**src/rtl/core/sat_pkg.sv**
```systemverilog
package sat_pkg;

  localparam int SLOTS       = 16;
  localparam int MAX_RESULTS = 16;
  localparam int IDX_W       = (SLOTS > 1) ? $clog2(SLOTS) : 1;
  localparam int CNT_W       = $clog2(MAX_RESULTS + 1);
  localparam int MASK_W      = SLOTS + 1;

  localparam logic [1:0] OP_TICK   = 2'd0;
  localparam logic [1:0] OP_CREATE = 2'd1;
  localparam logic [1:0] OP_DELETE = 2'd2;

  localparam logic [1:0] KIND_PERIODIC  = 2'd0;
  localparam logic [1:0] KIND_DAILY     = 2'd1;
  localparam logic [1:0] KIND_CONDITION = 2'd2;
  localparam logic [1:0] KIND_ONESHOT   = 2'd3;

  localparam logic [2:0] RES_CREATED   = 3'd0;
  localparam logic [2:0] RES_REJECTED  = 3'd1;
  localparam logic [2:0] RES_DELETED   = 3'd2;
  localparam logic [2:0] RES_NOT_FOUND = 3'd3;
  localparam logic [2:0] RES_FIRED     = 3'd4;

  localparam logic CFG_MIN = 1'b0;
  localparam logic CFG_MAX = 1'b1;

  typedef struct packed {
    logic [7:0]  alarm_id;
    logic [1:0]  kind;
    logic [15:0] interval;
    logic [4:0]  hour;
    logic [7:0]  minute;
    logic [31:0] last_fire;
    logic [15:0] action;
  } slot_t;

  typedef struct packed {
    logic [1:0]  opcode;
    logic [31:0] now_seconds;
    logic [4:0]  local_hour;
    logic [5:0]  local_minute;
    logic [5:0]  local_second;
    logic        clock_synced;
    logic [1:0]  schedule_kind;
    logic [15:0] period_or_hour;
    logic [7:0]  minute_of_hour;
    logic [7:0]  entry_id;
    logic [15:0] action_tag;
  } req_t;

  typedef struct packed {
    logic       tick;
    logic       del;
    logic       del_armed;
    logic       write_here;
    logic [7:0] new_id;
  } ctl_t;

endpackage

```
**src/rtl/core/sat_cell.sv**
```systemverilog
module sat_cell import sat_pkg::*; (
  input  logic  clk,
  input  logic  rst,
  input  logic  shift,
  input  slot_t rec_in,
  output slot_t rec
);

  always_ff @(posedge clk) begin
    if (rst) begin
      rec <= '0;
    end else if (shift) begin
      rec <= rec_in;
    end
  end

endmodule

```
**src/rtl/core/sat_eval.sv**
```systemverilog
module sat_eval import sat_pkg::*; (
  input  slot_t rec,
  input  req_t  req,
  input  ctl_t  ctl,
  output slot_t rec_next,
  output logic  fire,
  output logic  del_hit
);

  logic [21:0] wait_s;
  logic [31:0] elapsed;
  logic [31:0] minute_base;
  logic        timed;

  always_comb begin
    // interval * 60 as (x << 6) - (x << 2)
    wait_s       = {rec.interval, 6'b0} - {4'b0, rec.interval, 2'b0};
    elapsed      = req.now_seconds - rec.last_fire;
    minute_base  = req.now_seconds - {26'b0, req.local_second};
    timed        = (rec.kind == KIND_PERIODIC) || (rec.kind == KIND_ONESHOT);
    fire         = 1'b0;
    if (ctl.tick && rec.alarm_id != 8'd0) begin
      if (timed) begin
        fire = (req.now_seconds >= rec.last_fire) && (elapsed >= {10'b0, wait_s});
      end else if (rec.kind == KIND_DAILY && req.clock_synced) begin
        fire = (req.local_hour == rec.hour) && ({2'b0, req.local_minute} == rec.minute)
               && (rec.last_fire < minute_base);
      end
    end
    del_hit  = ctl.del && ctl.del_armed && (rec.alarm_id == req.entry_id);
    rec_next = rec;
    if (fire) begin
      if (rec.kind == KIND_ONESHOT) begin
        rec_next.alarm_id = 8'd0;
      end else begin
        rec_next.last_fire = req.now_seconds;
      end
    end
    if (del_hit) begin
      rec_next.alarm_id = 8'd0;
    end
    if (ctl.write_here) begin
      rec_next.alarm_id  = ctl.new_id;
      rec_next.kind      = req.schedule_kind;
      rec_next.action    = req.action_tag;
      rec_next.last_fire = (req.schedule_kind == KIND_ONESHOT) ? req.now_seconds : 32'd0;
      if (req.schedule_kind == KIND_PERIODIC || req.schedule_kind == KIND_ONESHOT) begin
        rec_next.interval = req.period_or_hour;
        rec_next.hour     = 5'd0;
        rec_next.minute   = 8'd0;
      end else begin
        rec_next.interval = 16'd0;
        rec_next.hour     = req.period_or_hour[4:0];
        rec_next.minute   = req.minute_of_hour;
      end
    end
  end

endmodule

```
**src/rtl/core/scheduled_alarm_table_top.sv**
```systemverilog
// Alarm table with SLOTS slots held in a ring of cells.
// Input channel (in_valid/in_ready) takes one request word: tick, create or
// delete. Output channel (out_valid/out_ready) returns result words; the last
// word of a request has last_of_run set. A quiet tick and opcode 3 give none.
// Config writes (cfg_we, cfg_index, cfg_data) set the interval bounds and take
// effect at once; write them only while the block is idle.
// The ring rotates one slot per cycle, unless the output stalls, past a single
// evaluation stage. Tick and delete make one pass round the ring; create makes
// one pass to find the free slot and id, then a pick step, then one pass to
// write; a rejected create skips the write pass.
// One request is in flight at a time; in_ready is high only when idle.
// Firings of a tick stream out while the ring rotates.
// When the receiver stalls, the ring freezes until the output word is taken;
// the held word stays unchanged.
// Synchronous reset frees all slots, restores the bounds to 1 and 65535 and
// drops any word in flight.
module scheduled_alarm_table_top import sat_pkg::*; (
  input  logic        clk,
  input  logic        rst,
  input  logic        in_valid,
  output logic        in_ready,
  input  logic [1:0]  opcode,
  input  logic [31:0] now_seconds,
  input  logic [4:0]  local_hour,
  input  logic [5:0]  local_minute,
  input  logic [5:0]  local_second,
  input  logic        clock_synced,
  input  logic [1:0]  schedule_kind,
  input  logic [15:0] period_or_hour,
  input  logic [7:0]  minute_of_hour,
  input  logic [7:0]  entry_id,
  input  logic [15:0] action_tag,
  output logic        out_valid,
  input  logic        out_ready,
  output logic [2:0]  result_kind,
  output logic [7:0]  alarm_id,
  output logic [15:0] fired_action,
  output logic        last_of_run,
  input  logic        cfg_we,
  input  logic        cfg_index,
  input  logic [15:0] cfg_data
);

  typedef enum logic [4:0] {
    S_IDLE = 5'b00001,
    S_SCAN = 5'b00010,
    S_PICK = 5'b00100,
    S_FILL = 5'b01000,
    S_DONE = 5'b10000
  } state_t;

  state_t            state;
  req_t              req;
  logic [15:0]       min_iv;
  logic [15:0]       max_iv;
  logic [IDX_W-1:0]  step;
  logic              free_found;
  logic [IDX_W-1:0]  free_idx;
  logic [MASK_W-1:0] used_mask;
  logic [7:0]        new_id;
  logic [7:0]        new_id_next;
  logic              create_ok;
  logic              checks_ok;
  logic              del_found;
  logic              pend_valid;
  logic [7:0]        pend_id;
  logic [15:0]       pend_act;
  logic [CNT_W-1:0]  res_cnt;

  slot_t cells [SLOTS];
  slot_t head_next;
  ctl_t  ctl;
  logic  fire;
  logic  del_hit;
  logic  out_free;
  logic  advance;
  logic  pass_end;
  logic  record;
  logic  out_load;

  assign out_free = !out_valid || out_ready;
  assign advance  = (state == S_SCAN || state == S_FILL) && out_free;
  assign pass_end = (step == IDX_W'(SLOTS - 1));
  assign in_ready = (state == S_IDLE);
  assign record   = fire && (res_cnt < CNT_W'(MAX_RESULTS));

  always_comb begin
    ctl.tick       = (state == S_SCAN) && (req.opcode == OP_TICK);
    ctl.del        = (state == S_SCAN) && (req.opcode == OP_DELETE);
    ctl.del_armed  = !del_found;
    ctl.write_here = (state == S_FILL) && (step == free_idx);
    ctl.new_id     = new_id;
  end

  sat_eval u_eval (
    .rec      (cells[0]),
    .req      (req),
    .ctl      (ctl),
    .rec_next (head_next),
    .fire     (fire),
    .del_hit  (del_hit)
  );

  for (genvar i = 0; i < SLOTS; i++) begin : g_ring
    slot_t rec_in;
    if (i == SLOTS - 1) begin : g_tail
      assign rec_in = head_next;
    end else begin : g_mid
      assign rec_in = cells[i+1];
    end
    sat_cell u_cell (
      .clk    (clk),
      .rst    (rst),
      .shift  (advance),
      .rec_in (rec_in),
      .rec    (cells[i])
    );
  end

  always_comb begin
    checks_ok = (req.action_tag != 16'd0);
    if (req.schedule_kind == KIND_PERIODIC || req.schedule_kind == KIND_ONESHOT) begin
      if (req.period_or_hour < min_iv || req.period_or_hour > max_iv) begin
        checks_ok = 1'b0;
      end
    end
    if (req.schedule_kind == KIND_DAILY) begin
      if (req.period_or_hour > 16'd23 || req.minute_of_hour > 8'd59) begin
        checks_ok = 1'b0;
      end
    end
  end

  // lowest id not in use
  always_comb begin
    new_id_next = 8'd0;
    for (int j = MASK_W - 1; j >= 0; j--) begin
      if (!used_mask[j]) begin
        new_id_next = 8'(j + 1);
      end
    end
  end

  // a word is loaded into the output register here
  always_comb begin
    out_load = advance && record && pend_valid;
    if (state == S_DONE && out_free) begin
      case (req.opcode)
        OP_CREATE: out_load = 1'b1;
        OP_DELETE: out_load = 1'b1;
        OP_TICK:   out_load = pend_valid;
        default:   ;
      endcase
    end
  end

  always_ff @(posedge clk) begin
    if (rst) begin
      out_valid <= 1'b0;
    end else if (out_load) begin
      out_valid <= 1'b1;
    end else if (out_ready) begin
      out_valid <= 1'b0;
    end
  end

  always_ff @(posedge clk) begin
    if (rst) begin
      min_iv <= 16'd1;
      max_iv <= 16'd65535;
    end else if (cfg_we) begin
      case (cfg_index)
        CFG_MIN: min_iv <= cfg_data;
        CFG_MAX: max_iv <= cfg_data;
        default: ;
      endcase
    end
  end

  always_ff @(posedge clk) begin
    if (rst) begin
      state      <= S_IDLE;
      step       <= '0;
      free_found <= 1'b0;
      del_found  <= 1'b0;
      pend_valid <= 1'b0;
      res_cnt    <= '0;
      create_ok  <= 1'b0;
    end else begin
      case (state)
        S_IDLE: begin
          if (in_valid) begin
            req.opcode         <= opcode;
            req.now_seconds    <= now_seconds;
            req.local_hour     <= local_hour;
            req.local_minute   <= local_minute;
            req.local_second   <= local_second;
            req.clock_synced   <= clock_synced;
            req.schedule_kind  <= schedule_kind;
            req.period_or_hour <= period_or_hour;
            req.minute_of_hour <= minute_of_hour;
            req.entry_id       <= entry_id;
            req.action_tag     <= action_tag;
            step       <= '0;
            free_found <= 1'b0;
            del_found  <= 1'b0;
            pend_valid <= 1'b0;
            res_cnt    <= '0;
            used_mask  <= '0;
            state      <= S_SCAN;
          end
        end
        S_SCAN: begin
          if (advance) begin
            if (cells[0].alarm_id == 8'd0 && !free_found) begin
              free_found <= 1'b1;
              free_idx   <= step;
            end
            for (int j = 0; j < MASK_W; j++) begin
              if (cells[0].alarm_id == 8'(j + 1)) begin
                used_mask[j] <= 1'b1;
              end
            end
            if (del_hit) begin
              del_found <= 1'b1;
            end
            if (record) begin
              // push the held firing out, keep the new one until the next
              if (pend_valid) begin
                result_kind  <= RES_FIRED;
                alarm_id     <= pend_id;
                fired_action <= pend_act;
                last_of_run  <= 1'b0;
              end
              pend_valid <= 1'b1;
              pend_id    <= cells[0].alarm_id;
              pend_act   <= cells[0].action;
              res_cnt    <= res_cnt + CNT_W'(1);
            end
            if (pass_end) begin
              step  <= '0;
              state <= (req.opcode == OP_CREATE) ? S_PICK : S_DONE;
            end else begin
              step <= step + IDX_W'(1);
            end
          end
        end
        S_PICK: begin
          new_id    <= new_id_next;
          create_ok <= checks_ok && free_found;
          state     <= (checks_ok && free_found) ? S_FILL : S_DONE;
        end
        S_FILL: begin
          if (advance) begin
            if (pass_end) begin
              step  <= '0;
              state <= S_DONE;
            end else begin
              step <= step + IDX_W'(1);
            end
          end
        end
        S_DONE: begin
          if (out_free) begin
            case (req.opcode)
              OP_CREATE: begin
                result_kind  <= create_ok ? RES_CREATED : RES_REJECTED;
                alarm_id     <= create_ok ? new_id : 8'd0;
                fired_action <= 16'd0;
                last_of_run  <= 1'b1;
                create_ok    <= 1'b0;
              end
              OP_DELETE: begin
                result_kind  <= del_found ? RES_DELETED : RES_NOT_FOUND;
                alarm_id     <= del_found ? req.entry_id : 8'd0;
                fired_action <= 16'd0;
                last_of_run  <= 1'b1;
              end
              OP_TICK: begin
                if (pend_valid) begin
                  result_kind  <= RES_FIRED;
                  alarm_id     <= pend_id;
                  fired_action <= pend_act;
                  last_of_run  <= 1'b1;
                end
                pend_valid <= 1'b0;
              end
              default: ;
            endcase
            state <= S_IDLE;
          end
        end
        default: state <= S_IDLE;
      endcase
    end
  end

endmodule

```
**config.mk**
```make
export PLATFORM = sky130hd
export DESIGN_NAME = scheduled_alarm_table_top
export DESIGN_NICKNAME = d
export VERILOG_FILES = /design/src/rtl/core/sat_pkg.sv /design/src/rtl/core/sat_cell.sv /design/src/rtl/core/sat_eval.sv /design/src/rtl/core/scheduled_alarm_table_top.sv
export SDC_FILE = /design/constraint.sdc
export NUM_CORES = 2
export LEC_CHECK = 0
export BUFFER_PORTS_ARGS = -buffer_cell sky130_fd_sc_hd__buf_4
export CORE_ASPECT_RATIO = 2
export CORE_MARGIN = 4
export CORE_UTILIZATION = 55
export CTS_BUF_LIST = sky130_fd_sc_hd__clkbuf_4 sky130_fd_sc_hd__clkbuf_8 sky130_fd_sc_hd__clkbuf_16
export DETAILED_ROUTE_END_ITERATION = 10
export PLACE_DENSITY = 0.72
export REMOVE_ABC_BUFFERS = 1
export SYNTH_ARGS = -nofsm -noshare
export SYNTH_HDL_FRONTEND = slang
export SYNTH_SLANG_ARGS = --single-unit
export TNS_END_PERCENT = 50
```
**constraint.sdc**
```tcl
create_clock -name clk -period 6.51 [get_ports clk]
set_input_delay 1.302 -clock clk [delete_from_list [all_inputs] [get_ports clk]]
set_output_delay 1.302 -clock clk [all_outputs]
set_load 0.1 [all_outputs]
```
==> results_dict.tcl <==
set metrics [dict create \
    outcome "finished clean" \
    dr_wl_met3_mm 4.86 \
    die_y_um 483 \
    core-area_um2 112000 \
    antenna_left 0 \
    top_layer_used "met4" \
    synth.most_common_cell "nand2_1" \
    fin_tns_setup_ns 0 \
    power_w 0.0200 \
    period_minus_slack_ns 6.19 \
    drv_slew 0 \
    wirelength_mm 134 \
    vias 48900 \
    slowest_stage "or4_4" \
    fmax_mhz 162 \
    synth_common_cells "nand2_1, a21oi_1, dfxtp_1" \
    min_path_cells 2 \
    whs_ns 0.437 \
    multiInputGateArea_um2 25400 \
    cts_max_path_buffers 3 \
    worst_pin_slew_ns 1.23 \
    critPathCaptureType "register" \
    fin_crit_sh 0.950 \
    firstDrtPassIters 5 \
    r2r_cells 32 \
    insertion_delay_ns 0.79 \
    synth_area_leaders "dfxtp_1, nand2_1, a21oi_1, edfxtp_1, clkbuf_1" \
    core.rowCount 174 \
    report.final.hold_viol_count 0 \
    drive_above_1_share 0.0708 \
    wl_per_cell_um 14.9 \
    cts_inserted_buffers 139 \
    holdPathEnd "g_ring[11].u_cell.rec[14]" \
    r2r_start "req[68]" \
    worstHoldStart "g_ring[12].u_cell.rec[14]" \
    drt-vias-per-instance 5.43 \
    port_buffers 153 \
    dpl_cell_area_um2 64000 \
    ys_seq_area_frac 0.553 \
    yosys.area.top_type_share 0.466 \
    ys_warn_count 0 \
    nets 7664 \
    cts_tree "yes" \
    fin_area_um2 69000 \
    synth_area_um2 62000 \
    grt_overflow 0 \
    drt_iter0_drc 3696 \
    holdBufCountCts 0 \
    cts.sink_count 1623 \
    postSynthCellCount 7555 \
    crit_path_max_incr_delay_ns 0.51 \
    met2_length_mm 66.7 \
    synth-edff-count 180 \
    met1_length_mm 57.3 \
    crit_type "reg -> reg" \
    synth-seq-cells 1623 \
    ios 154 \
    grt_max_degree 238 \
    regToRegSetupSlack_ns 0.32 \
    htree_levels 4 \
    antenna_found_initial 4 \
    initial_core_util 0.553 \
    die_area_um2 119000 \
    ys_types 76 \
    netlist.top_cell.by_area "dfxtp_1" \
    peakVddDrop_uv 272 \
    r2r_end "g_ring[15].u_cell.rec[24]" \
    p_per_area_nw_per_um2 289 \
    synth_ff_type "dfxtp_1" \
    grt_pass1_vias 45300 \
    hold_path_class "reg -> reg" \
    crit_path_frequent_cell "buf_4" \
    gp_congestion 0.879 \
    nFillCells 9822 \
    required_ns 7.21 \
    die_w_um 245 \
    synthArstFlopShare 0 \
    crit_path_start_kind "register" \
    clk_pin_slew_ns 0.06 \
    cts_root_buffer "clkbuf_16" \
    post-dp-hpwl_mm 83.7 \
    cp.arrival_ns 6.89 \
    worstPathMaxFanout 16 \
    leakagePower_nw 23.0 \
    ff_latch_area_um2 34300 \
    syn_area_per_cell_um2 8.21 \
    finClkSkew_ns 0.0310 \
    drv_cap 0 \
    grt_first_pass_wirelength_mm 219 \
    drcViolationCount 0 \
    post-route-util 0.615 \
    setup_violations 0 \
    grt_usage 0.219 \
    syn2layout_area_growth_pct 11.2 \
    relSlewSlack 0.181 \
]
==> worst max path at each step <==
| stage | from | cells after the start | slack (ns) | to |
|---|---|---|---|---|
| 6_report | req[68] | 32 | 0.32 | g_ring[15].u_cell.rec[24] |
| 3_3_place_gp | req[68] | 31 | 0.09 | g_ring[15].u_cell.rec[16] |
| 3_5_place_dp | req[68] | 31 | -0.01 | g_ring[15].u_cell.rec[16] |
| 4_1_cts | req[68] | 33 | 0.03 | g_ring[15].u_cell.rec[86] |
| 2_1_floorplan | out_ready | 3 | -47.40 | g_ring[15].u_cell.rec[0] |
| 5_1_grt | req[68] | 32 | -0.0002 | g_ring[15].u_cell.rec[24] |
==> sequential cells by signal (all words and copies together) (netlist names) <==
register and count:
new_id 5, min_iv 16, free_idx 4, free_found 1, create_ok 1, fired_action 16
used_mask 17, del_found 1, out_valid 1, last_of_run 1, alarm_id 8, g_ring.u_cell.rec 1392
pend_act 16, res_cnt 5, step 4, pend_id 8, max_iv 16, state 5
result_kind 3, req 102, pend_valid 1
==> critical path, delay by kind of cell (launching register included) <==
family                     cells  cell delay, ns
and+or+nand+nor               14            2.62
AOI/OAI and AO/OA              7            1.24
buffers and inverters          7            0.91
adders and majority gates      3            0.81
DFF                            1            0.38
xor gates and xnor gates       1            0.14
==> cell families after synthesis <==
family	Yosys count	synth area share
AO/OA/AOI/OAI	1759	0.152
adder cells (fa/ha/maj)	144	0.0292
XOR/XNOR	92	0.0130
flip-flops	1623	0.553
AND/OR/NAND/NOR	3271	0.210
buffers and inverters	640	0.0391
multiplexers	26	0.00422
==> per-layer routing <==
| layer | vias to the layer above | GRT usage |
|---|---|---|
| met1 | 23100 | 0.271 |
| met3 | 302 | 0.0328 |
| met5 | - | 0 |
| met4 | 0 | 0.0914 |
| met2 | 868 | 0.382 |
| li1 | 24600 | - |
==> final cells by class <==
class	instances	area share
Sequential cell	1623	0.497
Multi-Input combinational cell	5292	0.368
Clock buffer	212	0.0628
Timing Repair Buffer	229	0.0298
Tap cell	1496	0.0271
Clock inverter	44	0.00865
Inverter	111	0.00604
Antenna cell	3	0.000109
==> through the flow <==
step	worst slack, ns	std cells
5_1_grt	-0.000243	9008
6_report	0.323	9010
2_1_floorplan	-47.40	7026
3_5_place_dp	-0.00961	8747
3_3_place_gp	0.0922	8747
4_1_cts	0.0258	9006
==> placed cells by master (no fill, tap or decap), types with 37 or more instances in the layout <==
cell and n:
nand2_1 2795, a21oi_1 1471, dfxtp_1 1442, buf_4 202
edfxtp_1 180, clkbuf_16 146, nor2_1 143, ha_1 143
nand3_1 116, inv_1 109, o21ai_0 83, xnor2_1 57
a311oi_1 47, clkbuf_4 37
==> report_power, final <==
| part | switching [W] | leakage [nW] | internal (W) |
|---|---|---|---|
| Sequential | 0.0000794 | 13.3 | 0.0102 |
| Combinational | 0.000704 | 7.20 | 0.000263 |
| Clock | 0.00381 | 2.46 | 0.00489 |
| Total | 0.00460 | 23.0 | 0.0154 |
==> timing repair <==
action / 4_1_cts / 5_1_grt
setup endpoints to repair: 17 / 99
resized for setup: 6 / 14
pin swaps: 1 / 5
cloned: 1 / 0
buffers inserted: 2 / 1
hold endpoints to repair: 0 / 0
No activity file was read; power rests on OpenSTA's default activity.
